### src/glyph_atlas_shelf_allocator_top_macros.svh
// ----------------------------------------------------------------------------
// Glyph atlas shelf allocator assertion macros
// Concurrent check wrappers shared by the allocator RTL; ASSERT_OFF drops them.
// ----------------------------------------------------------------------------
`ifndef GLYPH_ATLAS_SHELF_ALLOCATOR_TOP_MACROS_SVH
`define GLYPH_ATLAS_SHELF_ALLOCATOR_TOP_MACROS_SVH
`ifndef ASSERT_OFF
// same-cycle implication
`define GASA_ASSERT_IMPL(label, ck, rn, ante, cons) \
	label: assert property (@(posedge ck) disable iff (!rn) (ante) |-> (cons)) \
		else $error("gasa: same-cycle check failed");
// next-cycle implication
`define GASA_ASSERT_NEXT(label, ck, rn, ante, cons) \
	label: assert property (@(posedge ck) disable iff (!rn) (ante) |=> (cons)) \
		else $error("gasa: next-cycle check failed");
`else
`define GASA_ASSERT_IMPL(label, ck, rn, ante, cons)
`define GASA_ASSERT_NEXT(label, ck, rn, ante, cons)
`endif
`endif

### src/gasa_ram.sv
// ----------------------------------------------------------------------------
// Generic simple dual-port RAM
// One write port, one read port, registered read data held when not reading.
// ----------------------------------------------------------------------------
module gasa_ram #(
	parameter int WIDTH = 8,
	parameter int DEPTH = 256
) (
	input  logic                     clk,
	input  logic                     wr_en,
	input  logic [$clog2(DEPTH)-1:0] wr_addr,
	input  logic [WIDTH-1:0]         wr_data,
	input  logic                     rd_en,
	input  logic [$clog2(DEPTH)-1:0] rd_addr,
	output logic [WIDTH-1:0]         rd_data
);

	logic [WIDTH-1:0] mem [DEPTH];

	always_ff @(posedge clk) begin
		if (wr_en) begin
			mem[wr_addr] <= wr_data;
		end
		if (rd_en) begin
			rd_data <= mem[rd_addr];
		end
	end

endmodule

### config.mk
export PLATFORM = sky130hd
export DESIGN_NAME = gasa_ram
export DESIGN_NICKNAME = d
export VERILOG_FILES = /design/src/glyph_atlas_shelf_allocator_top_macros.svh /design/src/gasa_ram.sv
export SDC_FILE = /design/constraint.sdc
export NUM_CORES = 2
export LEC_CHECK = 0
export ABC_AREA = 1
export BUFFER_PORTS_ARGS = -buffer_cell sky130_fd_sc_hd__buf_2
export CORE_UTILIZATION = 39
export DETAILED_ROUTE_END_ITERATION = 10
export HOLD_SLACK_MARGIN = 0.12
export MAX_ROUTING_LAYER = met4
export PLACE_DENSITY_LB_ADDON = 0.2
export SKIP_LAST_GASP = 1
export SYNTH_ARGS = -nofsm -noshare
export SYNTH_HDL_FRONTEND = slang
export SYNTH_SLANG_ARGS = --single-unit
### constraint.sdc
create_clock -name clk -period 5.1 [get_ports clk]
set_clock_uncertainty 0.1 [all_clocks]
set_input_delay 0.51 -clock clk [delete_from_list [all_inputs] [get_ports clk]]
set_output_delay 0.51 -clock clk [all_outputs]
set_load 0.01 [all_outputs]
* Word-level counts from Yosys, hierarchy flattened *
Memory sizes are Yosys's and may differ from the RTL's. A register that Yosys moved wholly into a read port is not among the register bits.
Cells that the tools add are included.

storage, ports and cells
  register bits = 0
  bits in writable memories = 2048
  memories kept = 1

operators by class
  multiplexer cells = 2

memory list
  name  depth  bits a word  rd ports  clocked after Yosys merged registers in  write ports  RTL line        text
  mem   256    8            1         1                                        1            gasa_ram.sv:18  logic [WIDTH-1:0] mem [DEPTH];

operators by type and width
  cell    count
  $mux 1  2

* Logic depth before layout (Yosys ltp) *
  word-level depth = 2
  gate-level depth with buffers = 15
  depth with buffers taken out = 11

* Worst setup path after synthesis *
OpenSTA, ideal clock, no wires.

  path type = input to register
  start = input wr_en
  end = memory mem[162][0], enable pin
  data arrival time = 1631 ps
  data required time = 4630 ps
  slack = 2999 ps
  stages on the path = 4
  cell sequence = clkbuf_1 nand3_1 clkbuf_1 nor2_1

between the ends
  word-level cells in the longest chain between the ends = 2

RTL lines
  item                          RTL line        text
  start, declared               gasa_ram.sv:10  input logic wr_en,
  $mux 1                        gasa_ram.sv:21  if (wr_en) begin
  $mux 1 (implied by the code)  gasa_ram.sv:22  mem[wr_addr] <= wr_data;
  end, declared                 gasa_ram.sv:18

No other way between the ends.

==> results.md <==
- Outcome: completed
- Startpoint types: input port
- Yosys reg bits: 2056
- Worst setup path startpoint: rd_addr[1]
- Tcrit/Tclk final: 0.557
- Vias/cell: 5.46
- Post-Syn Area: 83500 sq um
- HPWL Detailed: 136000 microns
- I/O pin cnt: 35
- Detailed Route Iter0 Violations: 6322
- Fraction of layout cells with a size suffix above 1: 0.0626
- Final hold vios: 0
- VDD IR max: 364 uV
- Starting Density: 0.393
- Area grow syn2layout: 11.3%
- Via Count: 54000
- Clk buf depth: 3
- Maxcap violations: 0
- Tmin final: 2.84 ns
- I/O Buffers: 34
- Worst r2r path cells: 10
- Clock sink total: 2056
- Chip width: 465 microns
- Post-synth top area share: 0.740
- CTS tree: built
- Worst-path maximum fanout: 81
- Fmax: 0.352 GHz
- Top cells by area, synth: edfxtp_1 (74%), nand3_1 (12%), nand2_1 (9.5%)
- Cells after Synth: 7003
- Pwr/cell area: 385 nW/um^2
- Cell taking the most area after synthesis: edfxtp_1
- TNS Setup: 0 ns
- Critical path arrival: 3.34 ns
- Register area share after synthesis: 0.740
- Die ar.: 216000 sq um
- CTS Buf Count: 211
- Largest net degree at the start of global routing: 184
- Slew Viols, Final: 0
- RePlAce Congestion: 0.875
- Max transition margin: 0.168
- H-Tree Depth: 4
- First-pass GRT wire length: 358000 microns
- Row count: 169
- Slew at the pin closest to its max-slew limit: 1.24 ns
- Routed Antenna Nets: 0
- Clock transition at the registers of the reported paths: 0.06 ns
- Mapped Nets: 7030
- Initial antenna violation count: 11
- Overall routed net length: 244000 microns
- Routed WL per cell: 24.7 microns
- Clock Root Buffer: clkbuf_16
- Drt drc: 0
- R2R Path End: rd_data[7]
- YS warnings: 0
- Hold Path Sink: mem[43][0]
- Setup CP Type: input port to register
- Netlist cell types: 13
- Final Hold Slack: 0.138 ns
- RSZ-0062 raised after global routing: no
- # setup viols final: 0
- Nets@finish: 6909
- R2R Setup Slk: 2.91 ns
- Syn_area_per_cell: 11.9 sq um
- Pleak: 31.7 nW
- Overall routing resource usage: 0.230
- Setup repair bufs after CTS: 0
- Congestion Overflow GR: 0
- Clock Latency Late Sink: 0.86 ns
- Launch point of the worst reg-to-reg path: mem[27][7]
- Worst hold start: wr_data[0]
- Min-Delay Path Depth: 1
- Core box area: 212000 sq um
- Critical Path RT: 5.60 ns
- Die Y: 465 microns
- Number of global-route vias before repair: 51600
- Class of the worst hold path: input port to register
- Detailed Routing Iterations Pass 1: 6
- Critical Path Sink Type: register
## per-layer routing
layer,vias to the layer above,share of wire,global-route usage
met2,2008,0.46,0.349
met1,26900,0.43,0.313
met5,-,0,-
met3,398,0.071,0.0390
li1,24700,-,-
met4,0,0.036,0.0805
## repair_timing
action,CTS,global route
hold buffers,7,0
hold endpoints to repair,220,0
resized for setup,0,0
## cell usage in the layout, fill, tap and decap left out, types with 7 or more instances in the layout
cell and n:
buf_12 46, buf_2 22, clkinv_1 42, dlygate4sd3_1 7, buf_8 11, nand2_2 9, buf_4 62, nand3_1 2019
inv_1 34, edfxtp_1 2056, clkinv_2 42, nor2_1 283, clkbuf_1 54, bufinv_16 14, clkbuf_16 214, nand2_1 2114
## where the power goes
part / switching [mW] / internal [mW]
clock: 6.57 / 8.40
sequential: 0.0253 / 18.6
combinational: 1.66 / 0.504
total: 8.26 / 27.5
## synthesized netlist by cell type (all sizes together)
cell / instances
buf: 371
clkbuf: 112
edfxtp: 2056
inv: 39
nand2: 2123
nand3: 2019
nor2: 283
## worst max-delay path by stage
stage / to / cells after the start
2_1_floorplan: mem[162][0] / 4
3_3_place_gp: rd_data[5] / 14
3_5_place_dp: rd_data[5] / 14
4_1_cts: rd_data[5] / 14
5_1_grt: rd_data[7] / 14
6_report: rd_data[5] / 12
## metrics by stage
stage               cells  power (mW)   util  setup WS [ns]  instance area, sq um
finish               9877        35.8  0.438           2.26                 92900
global route         9877        36.8  0.438           2.10                 92900
CTS                  9871        36.0  0.438           2.30                 92900
detailed placement   9483        21.2  0.406           1.39                 86300
global placement     9483        21.2  0.406           1.45                 86300
floorplan            7003        20.2      -           3.00                 83500
## flip-flops by register name, summed over array words and instances, names as in the netlist
signal / count
mem: 2048
rd_data: 8
## layout make-up
class                   count  area [sq um]
diodes                      6          15.0
clock inverters           113          1030
multi-input cells        4425         19200
repair buffers            149          1740
inverters                  39           180
well taps                2821          3530
clock buffers             268          5560
flip-flops and latches   2056         61700
fillers                 19500        119000
## kinds of logic after synthesis
logic type             Yosys count  share of synthesized area
buffers and inverters          522                     0.0312
and+or+nand+nor               4425                      0.229
DFF                           2056                      0.740
## worst max-delay path: stages
cell and delay [ns]:
buf_8 0.20, inv_8 0.64, buf_4 0.43, nand3_1 0.16, nand3_1 0.14, nand3_1 0.14
nand3_1 0.29, nand3_1 0.13, nand3_1 0.23, nand2_1 0.12, nand2_1 0.10, nand2_1 0.06
No activity file was read; power rests on OpenSTA's default activity.
