==> config.mk <==
export PLATFORM = sky130hd
export DESIGN_NAME = gasa_acu
export DESIGN_NICKNAME = d
export VERILOG_FILES = /design/src/glyph_atlas_shelf_allocator_top_macros.svh /design/src/gasa_pkg.sv /design/src/gasa_acu.sv
export SDC_FILE = /design/constraint.sdc
export NUM_CORES = 1
export LEC_CHECK = 0
export ABC_AREA = 1
export BUFFER_PORTS_ARGS = -buffer_cell sky130_fd_sc_hd__buf_2
export CORE_AREA = 5 5 42 44
export DETAILED_ROUTE_END_ITERATION = 7
export DIE_AREA = 0 0 47 49
export PLACE_DENSITY = 0.74
export SYNTH_ARGS = -nofsm -noshare
export SYNTH_HDL_FRONTEND = slang
export SYNTH_SLANG_ARGS = --single-unit
==> constraint.sdc <==
create_clock -name vclk -period 5.4
set_clock_uncertainty 0.15 [all_clocks]
set_input_delay 1.08 -clock vclk [all_inputs]
set_output_delay 1.08 -clock vclk [all_outputs]
set_load 0.005 [all_outputs]
==> src/glyph_atlas_shelf_allocator_top_macros.svh <==
// ----------------------------------------------------------------------------
// Glyph atlas shelf allocator assertion macros
// Concurrent check wrappers shared by the allocator RTL; ASSERT_OFF drops them.
// ----------------------------------------------------------------------------
`ifndef GLYPH_ATLAS_SHELF_ALLOCATOR_TOP_MACROS_SVH
`define GLYPH_ATLAS_SHELF_ALLOCATOR_TOP_MACROS_SVH
`ifndef ASSERT_OFF
// same-cycle implication
`define GASA_ASSERT_IMPL(label, ck, rn, ante, cons) \
	label: assert property (@(posedge ck) disable iff (!rn) (ante) |-> (cons)) \
		else $error("gasa: same-cycle check failed");
// next-cycle implication
`define GASA_ASSERT_NEXT(label, ck, rn, ante, cons) \
	label: assert property (@(posedge ck) disable iff (!rn) (ante) |=> (cons)) \
		else $error("gasa: next-cycle check failed");
`else
`define GASA_ASSERT_IMPL(label, ck, rn, ante, cons)
`define GASA_ASSERT_NEXT(label, ck, rn, ante, cons)
`endif
`endif

==> src/gasa_pkg.sv <==
// ----------------------------------------------------------------------------
// Glyph atlas shelf allocator package
// Field widths, opcodes and the add/compare unit request/response types.
// ----------------------------------------------------------------------------
package gasa_pkg;

	localparam int CHAR_W      = 16;
	localparam int COORD_W     = 8;
	localparam int SHELF_Y_W   = 9;
	localparam int SUM_W       = 10;
	localparam int OUT_PLANE_W = 2;

	localparam logic OP_LOOKUP = 1'b0;
	localparam logic OP_ALLOC  = 1'b1;

	typedef struct packed {
		logic [SHELF_Y_W-1:0] a;
		logic [COORD_W-1:0]   b;
	} gasa_acu_req_t;

	typedef struct packed {
		logic [SUM_W-1:0] sum;
		logic             ge;
	} gasa_acu_rsp_t;

endpackage

==> src/gasa_acu.sv <==
// ----------------------------------------------------------------------------
// Shelf add/compare unit
// Shared adder with a fit test against the plane edge.
// ----------------------------------------------------------------------------
module gasa_acu
	import gasa_pkg::*;
#(
	parameter int LIMIT = 256
) (
	input  gasa_acu_req_t req,
	output gasa_acu_rsp_t rsp
);

	always_comb begin
		rsp.sum = {1'b0, req.a} + {{(SUM_W-COORD_W){1'b0}}, req.b};
		rsp.ge  = (rsp.sum >= SUM_W'(LIMIT));
	end

endmodule

* Word-level counts from Yosys, hierarchy flattened *
Cells that the tools add are included.

operators by class
  add/subtract/negate cells = 1
  order comparisons = 1

operators by type and width
  cell                                                                                   number
  9-bit by 8-bit adder with 10-bit output                                                1
  10-bit by 9-bit greater-or-equal comparator with 1-bit output (second input constant)  1

word-level totals
  output and inout port bits = 11
  input port bits = 17
  bits in registers = 0

* Logic depth before layout (Yosys ltp) *
  depth after elaboration = 2
  depth in mapped cells = 9
  mapped depth without buffers = 9

* Least setup slack after synthesis *
OpenSTA, ideal clock, no wires.

  kind = input port to output port
  start point = input port req[0] in the netlist's numbering
  end point = output port rsp[9] in the netlist's numbering
  stages on the path = 9
  setup slack = 2.022 ns
  data arrival time = 2.148 ns
  required time = 4.170 ns
  path through = ha_1 > fa_1 > nand2_1 > nand2_1 > nand3_1 > nand2_1 > nand2_1 > nand2_2 > inv_1

RTL lines
  what                line            source
  start: declaration  gasa_acu.sv:10  input gasa_acu_req_t req,
  end: declaration    gasa_acu.sv:11  output gasa_acu_rsp_t rsp

==> flow_summary.json <==
{
  "cellPowerDensity_mw_per_mm2": 109,
  "rows": 14,
  "leakage_nw": 0.408,
  "placed_cells": 126,
  "globalRouteOverflowTotal": 0,
  "finalWirelength_um": 1090,
  "critPathMaxFanout": 3,
  "internal-power_mw": 0.0310,
  "grt_pass1_wl_um": 1830,
  "synth_fa_ha_area_share_pct": 26.4,
  "die_h_um": 49,
  "end_kind": "primary output",
  "antenna_cells": 0,
  "clockPowerShare_pct": 0,
  "drv_slew": 0,
  "nFlopsAndLatches": 0,
  "slew_headroom_pct": 86.0,
  "start_util_pct": 32.4,
  "grt_pass1_vias": 471,
  "drt_iter0_drc": 6,
  "status": "finished clean",
  "holdCritPathClass": "input port to primary output",
  "cts_setup_buffers": 0,
  "synth_top_family_by_area": "simple AND/OR/NAND/NOR gates",
  "core-area_mm2": 0.00140,
  "drc": 0,
  "num_vias": 569,
  "drt-vias-per-instance": 4.52,
  "place_hpwl_um": 997,
  "switching_power_mw": 0.0360,
  "clockBufferCount": 0,
  "synth-xor-area-share_pct": 5.79,
  "critPathLaunchType": "input port",
  "cts_hold_repair.buffers": 0,
  "grt_max_degree": 7,
  "netSwitchingFraction_pct": 53.7,
  "drv_cap": 0,
  "dieArea_mm2": 0.00230,
  "syn_to_final_growth_pct": 35.3,
  "synth_cells": 82,
  "synthTopCellsByArea": "nand2_1 (26%), ha_1 (22%), inv_1 (9.9%)",
  "synth_top_area_share_pct": 26.4,
  "detail_route.wl_per_cell_um": 8.64,
  "rsz0062_at_grt": "false",
  "drtAntennaViolNets": 0,
  "grt_usage_pct": 9.48,
  "tightestPinTransition_ns": 0.210,
  "period_needed_ns": 3.68,
  "ys_seq_area_share_pct": 0,
  "final-setup-viol-count": 0,
  "fin_tns_setup_ns": 0,
  "synth_warnings": 0,
  "boundaryPins": 28,
  "register_area_um2": 0,
  "worstPathArrival_ns": 2.45,
  "nets": 138,
  "post-route-period-util_pct": 68.1,
  "synth_compound_area_share_pct": 6.34,
  "finalHoldViolations": 0,
  "yosys.area.top_type": "nand2_1",
  "antenna_found_initial": 0,
  "combPwrFrac_pct": 100.0,
  "synth.distinct_cells": 19,
  "drtPass1Iterations": 3,
  "finalWeightedCongestion": 0.848,
  "pwr-share-seq_pct": 0,
  "io_buffer_count": 28,
  "avgSynthCellArea_um2": 5.54,
  "crit_type": "input port to primary output",
  "layout-drive-gt1-share_pct": 30.9,
  "cts_resized": 0,
  "required_ns": 4.17,
  "ir_worst_vdd_uv": 42.7,
  "synth.area.mux_share_pct": 0,
  "netlist_area_um2": 454,
  "yosys.area_share.simple_pct": 50.7,
  "synth.net_count": 108,
  "max_freq_mhz": 272,
  "fp.dieW_um": 47,
  "layout.cells.non_filler": 126
}
[critical path, stage by stage]
cell and delay, ns:
buf_2 0.10, ha_1 0.22, fa_1 0.40, nand2_1 0.08, nand2_1 0.08, nand3_1 0.12
nand3_1 0.10, nand2_2 0.10, nand2_2 0.04, buf_2 0.12
[path summary, 6_finish.rpt]
kind / start / to / slack (ns) / cells past startpoint
setup / recovery: req[0] / rsp[0] / 1.72 / 10
hold / removal: req[8] / rsp[1] / 2.29 / 3
[synth_stat cells]
| master | n |
|---|---|
| a21boi_0 | 1 |
| xor2_1 | 2 |
| or2_1 | 1 |
| clkinv_1 | 1 |
| inv_1 | 12 |
| nand2_2 | 3 |
| ha_1 | 8 |
| nor2_2 | 1 |
| and3_1 | 1 |
| nor2_1 | 7 |
| nand3_1 | 6 |
| a21oi_1 | 1 |
| nand3_2 | 1 |
| fa_1 | 1 |
| nand2_1 | 32 |
| nand4_1 | 1 |
| xnor2_1 | 1 |
| a21oi_2 | 1 |
| a21o_1 | 1 |
[cells by family (layout without fill, tap and decap cells)]
kind of cell,count (synthesis),after routing
and+or+nand+nor,53,53
buffers and inverters,13,41
xor gates and xnor gates,3,3
AOI/OAI and AO/OA,4,4
adders and majority gates,9,9
[area by class of cell]
cell class,count,area [µm²]
fillers,162,787
multi-input cells,69,405
repair buffers,28,140
inverters,13,48.8
well taps,16,20.0
[power by group through the flow]
stage | Sequential (mW) | Combinational (mW) | Clock (mW)
CTS | 0 | 0.0680 | 0
finish | 0 | 0.0670 | 0
global placement | 0 | 0.0667 | 0
global route | 0 | 0.0771 | 0
detailed placement | 0 | 0.0674 | 0
floorplan | 0 | 0.0422 | 0
[layout by cell type, fill, tap and decap left out, drive strengths merged]
cell type / netlist / layout
a21boi: 1 / 1
a21o: 1 / 1
a21oi: 2 / 2
and3: 1 / 1
buf: 0 / 28
clkinv: 1 / 1
fa: 1 / 1
ha: 8 / 8
inv: 12 / 12
nand2: 35 / 35
nand3: 7 / 7
nand4: 1 / 1
nor2: 8 / 8
or2: 1 / 1
xnor2: 1 / 1
xor2: 2 / 2
[stage by stage]
| stage | power (mW) | util, % | cell area [µm²] | setup WS, ns | hold WS [ns] |
|---|---|---|---|---|---|
| floorplan | 0.0422 | - | 454 | 2.02 | 2.12 |
| global placement | 0.0667 | 43.8 | 614 | 1.76 | 2.29 |
| detailed placement | 0.0674 | 43.8 | 614 | 1.71 | 2.29 |
| CTS | 0.0680 | 43.8 | 614 | 1.71 | 2.29 |
| global route | 0.0771 | 43.8 | 614 | 1.60 | 2.32 |
| finish | 0.0670 | 43.8 | 614 | 1.72 | 2.29 |
[routing by layer]
metal / routed length, µm / part of all wire [%] / global-route usage [%]
met5: 0 / 0 / 0
met4: 0 / 0 / 0.461
met3: 98 / 9.0 / 1.48
met2: 540 / 50 / 16.7
met1: 450 / 41 / 12.2
(Power assumes the default switching activity.)
